**config.mk**
```make
export PLATFORM = sky130hd
export DESIGN_NAME = contour_fingertip_peak_picker_top
export DESIGN_NICKNAME = d
export VERILOG_FILES = /design/src/rtl/cftp_pkg.sv /design/src/rtl/cftp_dist.sv /design/src/rtl/cftp_peak.sv /design/src/rtl/cftp_tip_cell.sv /design/src/rtl/contour_fingertip_peak_picker_top.sv
export SDC_FILE = /design/constraint.sdc
export NUM_CORES = 2
export LEC_CHECK = 0
export BUFFER_PORTS_ARGS = -buffer_cell sky130_fd_sc_hd__buf_4
export CORE_MARGIN = 4
export CORE_UTILIZATION = 64
export DETAILED_ROUTE_END_ITERATION = 12
export PLACE_DENSITY = 0.81
export SYNTH_ARGS = -nofsm -noshare
export SYNTH_HDL_FRONTEND = slang
export SYNTH_SLANG_ARGS = --single-unit
```
**constraint.sdc**
```tcl
create_clock -name clk -period 7.1 [get_ports clk]
set_input_delay 1.42 -clock clk [delete_from_list [all_inputs] [get_ports clk]]
set_output_delay 1.42 -clock clk [all_outputs]
set_load 0.005 [all_outputs]
```
**src/rtl/cftp_pkg.sv**
```systemverilog
`timescale 1ns / 1ps
// ----------------------------------------------------------------------------
// cftp_pkg: shared types and constants of the fingertip peak picker
// Field widths, register indexes, reset values and the control records
// passed between the distance pipeline, the peak tracker and the tip chain.
// ----------------------------------------------------------------------------
package cftp_pkg;

	localparam int FIELD_W      = 12;
	localparam int LIMIT_W      = 8;
	localparam int CFG_IDX_W    = 2;
	localparam int CFG_DATA_W   = 12;
	localparam int IN_TDATA_W   = 24;
	localparam int OUT_TDATA_W  = 24;

	localparam int DEF_MAX_TIPS   = 8;
	localparam int DEF_COORD_BITS = 12;

	localparam logic [CFG_IDX_W-1:0] REG_CENTER_X       = 2'd0;
	localparam logic [CFG_IDX_W-1:0] REG_CENTER_Y       = 2'd1;
	localparam logic [CFG_IDX_W-1:0] REG_HOLD_LIMIT     = 2'd2;
	localparam logic [CFG_IDX_W-1:0] REG_MIN_SEPARATION = 2'd3;

	localparam logic [LIMIT_W-1:0] HOLD_LIMIT_RST     = 8'd40;
	localparam logic [FIELD_W-1:0] MIN_SEPARATION_RST = 12'd20;

	typedef struct packed {
		logic valid;
		logic close;
	} chain_ctl_t;

	typedef struct packed {
		logic done;
		logic launch;
	} peak_res_t;

endpackage

```
**src/rtl/cftp_dist.sv**
```systemverilog
`timescale 1ns / 1ps
// ----------------------------------------------------------------------------
// cftp_dist: squared distance pipeline
// Three stages: absolute differences, squares, sum. The point and its
// contour start flag travel alongside.
// ----------------------------------------------------------------------------
module cftp_dist
	import cftp_pkg::*;
#(
	parameter int COORD_BITS = DEF_COORD_BITS
) (
	input  logic                    clk,
	input  logic                    arst_n,
	input  logic                    accept,
	input  logic [COORD_BITS-1:0]   px,
	input  logic [COORD_BITS-1:0]   py,
	input  logic                    start,
	input  logic [COORD_BITS-1:0]   cx,
	input  logic [COORD_BITS-1:0]   cy,
	output logic                    valid_s3,
	output logic [2*COORD_BITS:0]   dist_s3,
	output logic [COORD_BITS-1:0]   px_s3,
	output logic [COORD_BITS-1:0]   py_s3,
	output logic                    start_s3
);

	localparam int CB = COORD_BITS;

	logic          valid_s1, valid_s2;
	logic [CB-1:0] dx_s1, dy_s1, px_s1, py_s1, px_s2, py_s2;
	logic          start_s1, start_s2;
	logic [2*CB-1:0] sqx_s2, sqy_s2;
	logic [CB-1:0] dx, dy;

	assign dx = (px > cx) ? px - cx : cx - px;
	assign dy = (py > cy) ? py - cy : cy - py;

	always_ff @(posedge clk or negedge arst_n) begin
		if (!arst_n) begin
			valid_s1 <= 1'b0;
			valid_s2 <= 1'b0;
			valid_s3 <= 1'b0;
		end else begin
			valid_s1 <= accept;
			valid_s2 <= valid_s1;
			valid_s3 <= valid_s2;
		end
	end

	always_ff @(posedge clk) begin
		dx_s1    <= dx;
		dy_s1    <= dy;
		px_s1    <= px;
		py_s1    <= py;
		start_s1 <= start;
		sqx_s2   <= dx_s1 * dx_s1;
		sqy_s2   <= dy_s1 * dy_s1;
		px_s2    <= px_s1;
		py_s2    <= py_s1;
		start_s2 <= start_s1;
		dist_s3  <= (2*CB+1)'(sqx_s2) + (2*CB+1)'(sqy_s2);
		px_s3    <= px_s2;
		py_s3    <= py_s2;
		start_s3 <= start_s2;
	end

endmodule

```
**src/rtl/cftp_peak.sv**
```systemverilog
`timescale 1ns / 1ps
// ----------------------------------------------------------------------------
// cftp_peak: running maximum and hold counter
// Keeps the largest distance seen and its point, counts points below the
// maximum and takes a peak once the count passes the hold limit.
// ----------------------------------------------------------------------------
module cftp_peak
	import cftp_pkg::*;
#(
	parameter int COORD_BITS = DEF_COORD_BITS
) (
	input  logic                    clk,
	input  logic                    arst_n,
	input  logic                    valid,
	input  logic                    start,
	input  logic [2*COORD_BITS:0]   sq_dist,
	input  logic [COORD_BITS-1:0]   px,
	input  logic [COORD_BITS-1:0]   py,
	input  logic [COORD_BITS-1:0]   cy,
	input  logic [LIMIT_W-1:0]      hold_limit,
	output logic [COORD_BITS-1:0]   peak_x,
	output logic [COORD_BITS-1:0]   peak_y,
	output peak_res_t               res
);

	localparam int CB = COORD_BITS;

	logic [2*CB:0]      dist_q, pd, nd;
	logic [LIMIT_W-1:0] hold_q, hc, nh;
	logic [CB-1:0]      x_q, y_q, ox, oy, nx, ny;
	logic               take;

	always_comb begin
		pd   = start ? '0 : dist_q;
		hc   = start ? '0 : hold_q;
		ox   = start ? '0 : x_q;
		oy   = start ? '0 : y_q;
		nd   = pd;
		nh   = hc;
		nx   = ox;
		ny   = oy;
		take = 1'b0;
		priority if (sq_dist > pd) begin
			nd = sq_dist;
			nx = px;
			ny = py;
		end else if (sq_dist != pd) begin
			if (hc < hold_limit) begin
				nh = hc + 1'b1;
			end else begin
				nh   = '0;
				nd   = '0;
				take = 1'b1;
			end
		end
		res.launch = valid && take && (ny <= cy);
		res.done   = valid && !res.launch;
	end

	always_ff @(posedge clk or negedge arst_n) begin
		if (!arst_n) begin
			dist_q <= '0;
			hold_q <= '0;
			x_q    <= '0;
			y_q    <= '0;
		end else if (valid) begin
			dist_q <= nd;
			hold_q <= nh;
			x_q    <= nx;
			y_q    <= ny;
		end
	end

	assign peak_x = x_q;
	assign peak_y = y_q;

endmodule

```
**src/rtl/cftp_tip_cell.sv**
```systemverilog
`timescale 1ns / 1ps
// ----------------------------------------------------------------------------
// cftp_tip_cell: one entry of the tip chain
// Holds one accepted tip column. A candidate flag passes through each cycle
// the chain moves; it is marked close if this entry is in use and too near.
// ----------------------------------------------------------------------------
module cftp_tip_cell
	import cftp_pkg::*;
#(
	parameter int COORD_BITS = DEF_COORD_BITS,
	parameter int TOTAL_W    = 4,
	parameter int IDX        = 0
) (
	input  logic                  clk,
	input  logic                  arst_n,
	input  logic                  adv,
	input  chain_ctl_t            ctl_in,
	input  logic [COORD_BITS-1:0] cand_x,
	input  logic [FIELD_W-1:0]    min_sep,
	input  logic [TOTAL_W-1:0]    total,
	input  logic                  commit,
	output chain_ctl_t            ctl_out
);

	localparam int CB = COORD_BITS;
	localparam int CW = CB + FIELD_W;
	localparam logic [TOTAL_W-1:0] MY_IDX = TOTAL_W'(IDX);

	logic [CB-1:0] column_q, diff;
	logic          in_use, near;

	assign in_use = MY_IDX < total;
	assign diff   = (cand_x > column_q) ? cand_x - column_q : column_q - cand_x;
	assign near   = in_use && (CW'(diff) < CW'(min_sep));

	always_ff @(posedge clk or negedge arst_n) begin
		if (!arst_n) begin
			ctl_out <= '0;
		end else if (adv) begin
			ctl_out.valid <= ctl_in.valid;
			ctl_out.close <= ctl_in.valid && (ctl_in.close || near);
		end
	end

	always_ff @(posedge clk) begin
		if (commit && total == MY_IDX) begin
			column_q <= cand_x;
		end
	end

endmodule

```
**src/rtl/contour_fingertip_peak_picker_top.sv**
```systemverilog
`timescale 1ns / 1ps
// ----------------------------------------------------------------------------
// contour_fingertip_peak_picker_top: fingertip peak picker on a contour
// Tracks the farthest contour point from the palm centre and turns held
// peaks into fingertips, checked against earlier tips along a cell chain.
//
// Channel  Direction  Handshake                  Payload
// s_axis   in         s_axis_tvalid/tready       point_x, point_y; tuser start
// m_axis   out        m_axis_tvalid/tready       tip_x, tip_y
// cfg      in         cfg_we                     cfg_index, cfg_data
//
// A point holds the input off while it passes the three-stage distance
// pipeline and the peak update. A point that takes a peak at or above the
// centre row also waits while its candidate walks the tip chain, one cell a
// cycle unless the chain end is held. A result waiting in the output register
// holds the chain end; the next point is taken once the candidate has left
// the chain end, its tip moving to the output register if accepted.
// Reset clears the peak state, the tip count and the registers to defaults.
// ----------------------------------------------------------------------------
module contour_fingertip_peak_picker_top
	import cftp_pkg::*;
#(
	parameter int MAX_TIPS   = DEF_MAX_TIPS,
	parameter int COORD_BITS = DEF_COORD_BITS
) (
	input  logic                   clk,
	input  logic                   arst_n,
	input  logic                   s_axis_tvalid,
	output logic                   s_axis_tready,
	input  logic [IN_TDATA_W-1:0]  s_axis_tdata,  // point_x [11:0], point_y [23:12]
	input  logic [0:0]             s_axis_tuser,  // contour_start [0]
	output logic                   m_axis_tvalid,
	input  logic                   m_axis_tready,
	output logic [OUT_TDATA_W-1:0] m_axis_tdata,  // tip_x [11:0], tip_y [23:12]
	input  logic                   cfg_we,
	input  logic [CFG_IDX_W-1:0]   cfg_index,
	input  logic [CFG_DATA_W-1:0]  cfg_data
);

	localparam int CB      = COORD_BITS;
	localparam int TOTAL_W = $clog2(MAX_TIPS + 1);
	localparam logic [TOTAL_W-1:0] TIPS_FULL = TOTAL_W'(MAX_TIPS);

	logic [FIELD_W-1:0] center_x_q, center_y_q, min_sep_q;
	logic [LIMIT_W-1:0] hold_limit_q;

	logic               busy_q, accept;
	logic [CB-1:0]      px, py, cx, cy;
	logic               valid_s3, start_s3;
	logic [2*CB:0]      dist_s3;
	logic [CB-1:0]      px_s3, py_s3, peak_x, peak_y;
	peak_res_t          pk_res;

	logic               launch_q;
	chain_ctl_t         ctl [0:MAX_TIPS];
	logic [TOTAL_W-1:0] total_q;
	logic               out_free, fin, commit;

	logic               out_valid_q;
	logic [FIELD_W-1:0] tip_x_q, tip_y_q;

	always_ff @(posedge clk or negedge arst_n) begin
		if (!arst_n) begin
			center_x_q   <= '0;
			center_y_q   <= '0;
			hold_limit_q <= HOLD_LIMIT_RST;
			min_sep_q    <= MIN_SEPARATION_RST;
		end else if (cfg_we) begin
			unique case (cfg_index)
				REG_CENTER_X:       center_x_q   <= cfg_data;
				REG_CENTER_Y:       center_y_q   <= cfg_data;
				REG_HOLD_LIMIT:     hold_limit_q <= cfg_data[LIMIT_W-1:0];
				REG_MIN_SEPARATION: min_sep_q    <= cfg_data;
				default:            ;
			endcase
		end
	end

	assign s_axis_tready = !busy_q;
	assign accept        = s_axis_tvalid && s_axis_tready;

	assign px = CB'(s_axis_tdata[FIELD_W-1:0]);
	assign py = CB'(s_axis_tdata[2*FIELD_W-1:FIELD_W]);
	assign cx = CB'(center_x_q);
	assign cy = CB'(center_y_q);

	cftp_dist #(
		.COORD_BITS(CB)
	) u_dist (
		.clk      (clk),
		.arst_n   (arst_n),
		.accept   (accept),
		.px       (px),
		.py       (py),
		.start    (s_axis_tuser[0]),
		.cx       (cx),
		.cy       (cy),
		.valid_s3 (valid_s3),
		.dist_s3  (dist_s3),
		.px_s3    (px_s3),
		.py_s3    (py_s3),
		.start_s3 (start_s3)
	);

	cftp_peak #(
		.COORD_BITS(CB)
	) u_peak (
		.clk        (clk),
		.arst_n     (arst_n),
		.valid      (valid_s3),
		.start      (start_s3),
		.sq_dist    (dist_s3),
		.px         (px_s3),
		.py         (py_s3),
		.cy         (cy),
		.hold_limit (hold_limit_q),
		.peak_x     (peak_x),
		.peak_y     (peak_y),
		.res        (pk_res)
	);

	assign out_free = !out_valid_q || m_axis_tready;
	assign fin      = ctl[MAX_TIPS].valid && out_free;
	assign commit   = fin && !ctl[MAX_TIPS].close && (total_q < TIPS_FULL);

	assign ctl[0] = '{valid: launch_q, close: 1'b0};

	for (genvar i = 0; i < MAX_TIPS; i++) begin : g_cell
		cftp_tip_cell #(
			.COORD_BITS (CB),
			.TOTAL_W    (TOTAL_W),
			.IDX        (i)
		) u_cell (
			.clk     (clk),
			.arst_n  (arst_n),
			.adv     (!ctl[MAX_TIPS].valid || out_free),
			.ctl_in  (ctl[i]),
			.cand_x  (peak_x),
			.min_sep (min_sep_q),
			.total   (total_q),
			.commit  (commit),
			.ctl_out (ctl[i+1])
		);
	end

	always_ff @(posedge clk or negedge arst_n) begin
		if (!arst_n) begin
			busy_q   <= 1'b0;
			launch_q <= 1'b0;
			total_q  <= '0;
		end else begin
			launch_q <= pk_res.launch;
			if (accept) begin
				busy_q <= 1'b1;
			end else if (pk_res.done || fin) begin
				busy_q <= 1'b0;
			end
			if (valid_s3 && start_s3) begin
				total_q <= '0;
			end else if (commit) begin
				total_q <= total_q + 1'b1;
			end
		end
	end

	always_ff @(posedge clk or negedge arst_n) begin
		if (!arst_n) begin
			out_valid_q <= 1'b0;
		end else if (commit) begin
			out_valid_q <= 1'b1;
		end else if (m_axis_tready) begin
			out_valid_q <= 1'b0;
		end
	end

	always_ff @(posedge clk) begin
		if (commit) begin
			tip_x_q <= FIELD_W'(peak_x);
			tip_y_q <= FIELD_W'(peak_y);
		end
	end

	assign m_axis_tvalid = out_valid_q;
	assign m_axis_tdata  = {tip_y_q, tip_x_q};

endmodule

```
; ---- Word level (Yosys, flattened, before mapping)
; Cells that the tools add are included.
[totals]
ff_bits = 419
output_inout_bits = 26
elab_cells = 210
[classes]
addsub = 23
multipliers = 2
order_cmp = 30
eq_ne = 11
mux = 31
n_reduce_logical = 58
[op_table]
columns = cell, n
row1 = $sub A12 B12 Y12, 20
row2 = $mux W12, 14
row3 = $gt A12 B12 Y1, 10
row4 = $mux W25, 4
row5 = $lt A12 B12 Y1, 8
row6 = $mul A12 B12 Y24, 2
row7 = $logic_and A1 B1 Y1, 32
row8 = $mux W8, 4
row9 = $add A24 B24 Y25, 1
row10 = $gt A25 B25 Y1, 1
row11 = $ne A25 B25 Y1, 1
row12 = $eq A4 B3 Y1 const B, 4
row13 = $lt A3 B4 Y1 const A, 4
row14 = $le A12 B12 Y1, 1
row15 = $logic_or A1 B1 Y1, 10
row16 = $reduce_and A2 Y1, 5
row17 = $add A8 B1 Y8 const B, 1
row18 = $eq A4 B2 Y1 const B, 2
row19 = $lt A1 B4 Y1 const A, 2
row20 = $lt A2 B4 Y1 const A, 2
row21 = $lt A8 B8 Y1, 1
row22 = $mux W4, 2
row23 = $reduce_bool A2 Y1, 4
row24 = $mux W1, 7
row25 = other kinds (8), 13

; ---- Depth between registers and ports, before layout
[depth]
depth_word = 12
depth_mapped = 26
mapped_depth_nobuf = 22

; ---- Cells and area by module
; From an unflattened synthesis, not the netlist that was laid out.
[hier_totals]
cells_unflattened = 3873
hier_area_um2 = 36331.1
[by_module_without_submodules]
columns = mod, n_inst, cells_each, area_each_um2, seq_area_each_um2
row1 = cftp_dist, 1, 1569, 14776.7, 3478.3
row2 = cftp_peak, 1, 428, 3821.2, 1426.4
row3 = contour_fingertip_peak_picker_top, 1, 153, 2846.5, 2001.9
row4 = cftp_tip_cell (g_cell[1].u_cell), 1, 221, 1930.6, 410.4
row5 = cftp_tip_cell (g_cell[3].u_cell), 1, 227, 1920.6, 410.4
row6 = cftp_tip_cell (g_cell[0].u_cell), 1, 227, 1876.8, 410.4
row7 = cftp_tip_cell (g_cell[4].u_cell), 1, 212, 1849.3, 410.4
row8 = cftp_tip_cell (g_cell[6].u_cell), 1, 211, 1846.8, 410.4
row9 = cftp_tip_cell (g_cell[2].u_cell), 1, 217, 1845.5, 410.4
row10 = cftp_tip_cell (g_cell[5].u_cell), 1, 209, 1844.3, 410.4
row11 = cftp_tip_cell (g_cell[7].u_cell), 1, 199, 1773.0, 410.4

; ---- Worst setup path before layout
; OpenSTA, ideal clock, no wires.
[synth_timing]
kind = input to register
start = in m_axis_tready
end = reg g_cell[7].u_cell.column_q[0], enable pin
setup_time_ns = 0.399
arrival_time_ns = 4.966
required_ns = 6.701
path_slack_ns = 1.735
stages = 5
cell_sequence = nand2b_1 > nand2_1 > nor3_1 > nand2_1 > nor3_1
[synth_via]
elab_chain_len = 5
[synth_lines]
columns = item, line
row1 = from (decl), contour_fingertip_peak_picker_top.sv:33  ; input logic m_axis_tready,
row2 = $logic_or A1 B1 Y1, contour_fingertip_peak_picker_top.sv:122  ; assign out_free = !out_valid_q || m_axis_tready;
row3 = $logic_and A1 B1 Y1, contour_fingertip_peak_picker_top.sv:123  ; assign fin = ctl[MAX_TIPS].valid && out_free;
row4 = $logic_and A1 B1 Y1 (2 in a row), contour_fingertip_peak_picker_top.sv:124  ; assign commit = fin && !ctl[MAX_TIPS].close && (total_q < TIPS_FULL);
row5 = named net commit, contour_fingertip_peak_picker_top.sv:57  ; logic out_free, fin, commit;
row6 = $logic_and A1 B1 Y1, cftp_tip_cell.sv:46  ; if (commit && total == MY_IDX) begin
row7 = to (signal assigned), cftp_tip_cell.sv:47  ; column_q <= cand_x;
row8 = to (decl), cftp_tip_cell.sv:29  ; logic [CB-1:0] column_q, diff;
; The timed path passes the listed nets, and every way through them passes these cells.
; A chain may end at the register's enable or synchronous reset.

; ---- Worst setup path in the final report
[layout_timing]
start = reg u_dist.dy_s1[5]
end = reg u_dist.sqy_s2[23]
[layout_via]
elab_chain_len = 1
[layout_lines]
columns = item, line
row1 = from (decl), cftp_dist.sv:30  ; logic [CB-1:0] dx_s1, dy_s1, px_s1, py_s1, px_s2, py_s2;
row2 = from (signal assigned), cftp_dist.sv:52  ; dy_s1 <= dy;
row3 = $mul A12 B12 Y24, cftp_dist.sv:57  ; sqy_s2 <= dy_s1 * dy_s1;
row4 = to (signal assigned), cftp_dist.sv:57
row5 = to (decl), cftp_dist.sv:32  ; logic [2*CB-1:0] sqx_s2, sqy_s2;
; Every way passes these cells.

==> out/results.ini <==
[run_status]
status=finished clean

[global_route]
grt_max_degree=77
grt_pass1_vias=25190
grt_pass1_wl_um=129700
antenna_found_initial=1
overflow=0
grt_use_total=0.2823

[worst_hold_path]
worstHoldPathCells=0
holdCritPathClass=flip-flop to flip-flop
worstHoldStart=u_dist.px_s2[3]$_DFF_P_
min_to=u_dist.px_s3[3]$_DFF_P_

[clock_tree]
cts_buffers=44
cts_tree=built
clock_path_buffers=3
clockRootBuffer=clkbuf_16
holdBufCountCts=0
htreeDepth=2
clkSinkCount=417
postCtsResizedCells=0
clk_pin_slew_ps=70
insertion_delay_ps=580
post-cts-setup-buffers=0

[setup_path]
start_kind=flip-flop
rrSetupSlack_ps=1260
critPathKind=flip-flop to flip-flop
timing.rr.start=u_dist.dy_s1[5]$_DFF_P_
crit_fanout=13
cp_cell_sequence=nand2_1 > fa_1 > inv_1 > fa_1 > inv_1 > fa_1 > inv_1 > fa_1 > inv_1 > fa_1 > inv_1 > ha_1 > o21ai_0 > nor3b_1 > a21oi_1 > o31ai_1 > o41ai_1 > o21ai_0 > a21oi_1 > xor2_1
required_ps=7610
cp.buffers_inverters=5
crit_slowest_cell=dfxtp_1
cp-startpoint=u_dist.dy_s1[5]$_DFF_P_
critPathCaptureType=flip-flop
ff2ff_path_depth=20
cpPeakStageDelay_ps=610
r2r-end=u_dist.sqy_s2[23]$_DFF_P_
path_depth=20
critical_path_arrival_ps=6340
crit_family=adder cells

[synthesis]
yosys_warnings=0
ys_seq_elements=417
ys_seq_area_frac=0.2998
syn-num-nets=4237
synthCells=3509
synth_top_area_share=0.1863
ys_types=91
synth-main-ff-cell=dfxtp_1
netlist_area_um2=33990
syn_area_per_cell_um2=9.685
yosysTopAreaCell=ha_1
yosys-top-cells-area=ha_1 19%, edfxtp_1 11%, fa_1 10%
ys_async_sr_fraction=0.3046
synth_edf_count=120

[final_layout]
num-fill-cells=3926
fin_area_um2=36570
area_growth_pct=7.606
final_layout_size_suffix_gt1_frac=0.07252
final_common_cell=inv_1
mostFrequentLayoutCells=532 x inv_1, 506 x ha_1, 193 x a21oi_1, 186 x nand2_1, 178 x fa_1
final_core_util=0.6959
finalNetCount=4279

[sta]
min_period_ps=5835
hold_viol_final=0
finalCritPeriodShare=0.8219
fin_setup_tns_ps=0
finalSetupViolations=0
timing.fmax_ghz=0.1714
max-slew-margin-rel=0.2176
rsz0062_at_grt=no
tightest_slew_ps=1174
worst_hold_slack_ps=319.8
worst_clock_skew_ps=14.48
maxSlewViolCount=0

[die]
fp.dieW_um=238.4
row_count=84
coreArea_um2=52550
die_h_um=238.4
initial_utilization=0.6467
ios=70
dieArea_um2=56850

[placed_design]
gp_congestion=0.9310
dpl_cell_area_um2=35200
io_buffer_count=69
detailed_place_hpwl_um=59730

[drt]
vias_per_cell=5.889
drc=0
vias=25180
wl_per_cell_um=18.73
routed_wl_um=80060
ant_nets=0
dr.pass1.iters=6
drtIter0Drc=2219

[job]
drv_cap=0

==> metrics by stage <==
step | cells | setup WS [ps]
after floorplan | 3509 | 1735
after global placement | 4193 | 1430
after detailed placement | 4193 | 1342
after CTS | 4273 | 1296
after global routing | 4274 | 813.5
final | 4275 | 1265
==> cells in the mapped netlist (all sizes together), types with 5 or more instances <==
cell type	number
a2111oi	7
a211oi	25
a21boi	28
a21o	122
a21oi	193
a221o	9
a221oi	13
a22o	53
a31oi	7
and2	91
and3	20
buf	16
clkbuf	83
dfrtp	123
dfxtp	170
edfxtp	120
fa	178
ha	506
inv	532
mux2	51
mux2i	57
nand2	187
nand2b	54
nand3	33
nand3b	7
nand4	44
nor2	124
nor2b	62
nor3	56
nor3b	8
o2111ai	7
o211ai	22
o21a	43
o21ai	155
o21bai	24
o221ai	5
o22ai	7
o31ai	8
or2	15
or3	15
xnor2	107
xor2	55
==> kinds of logic after synthesis <==
kind of cell	after synthesis	synth area share
adder cells (fa/ha/maj)	684	0.2911
XOR/XNOR	162	0.04175
buffers and inverters	631	0.07039
AND/OR/NAND/NOR	730	0.1103
AO/OA/AOI/OAI	777	0.1526
multiplexers	108	0.03405
flip-flops	417	0.2998
==> how the worst max path moves through the flow <==
stage / to / slack [ps]
6_report: u_dist.sqy_s2[23]$_DFF_P_ / 1260
5_1_grt: u_dist.sqy_s2[23]$_DFF_P_ / 810
4_1_cts: u_dist.sqy_s2[23]$_DFF_P_ / 1300
3_5_place_dp: u_dist.sqy_s2[23]$_DFF_P_ / 1340
3_3_place_gp: u_dist.sqy_s2[23]$_DFF_P_ / 1430
2_1_floorplan: g_cell[7].u_cell.column_q[0]$_DFFE_PP_ / 1740
==> routing by layer <==
metal,track usage,vias to the layer above,share of wire
met4,0.1198,0,0.049
met3,0.03398,225,0.061
met1,0.3743,12030,0.42
li1,-,12070,-
met2,0.4721,850,0.47
met5,0,-,0
==> state kept, by name, summed over array words and instances, names as in the netlist, 16 cells and up <==
| register | cells |
|---|---|
| u_peak.dist_q | 25 |
| u_dist.sqy_s2 | 23 |
| u_dist.sqx_s2 | 23 |
| u_dist.dist_s3 | 25 |
| g_cell.u_cell.ctl_out | 16 |
| g_cell.u_cell.column_q | 96 |
==> worst register-to-register path: cells and delay by family, from the launching register on <==
family                     cells  cell delay [ps]
adders and majority gates      6             2920
AOI/OAI and AO/OA              6             1540
DFF                            1              610
buffers and inverters          5              270
and+or+nand+nor                2              260
xor gates and xnor gates       1              150
==> cell type report <==
| type | count | area [um^2] | share of cell area |
|---|---|---|---|
| multi-input cells | 2461 | 21430 | 0.5861 |
| flip-flops and latches | 417 | 10190 | 0.2786 |
| inverters | 532 | 1997 | 0.05460 |
| clock buffers | 58 | 1209 | 0.03305 |
| well taps | 688 | 860.8 | 0.02354 |
| repair buffers | 95 | 716.9 | 0.01960 |
| clock inverters | 22 | 160.2 | 0.004379 |
| diodes | 2 | 5.005 | 0.0001369 |
Power is not shown: default switching activity piles up to over one toggle a cycle in this logic, so the estimate is an artifact.
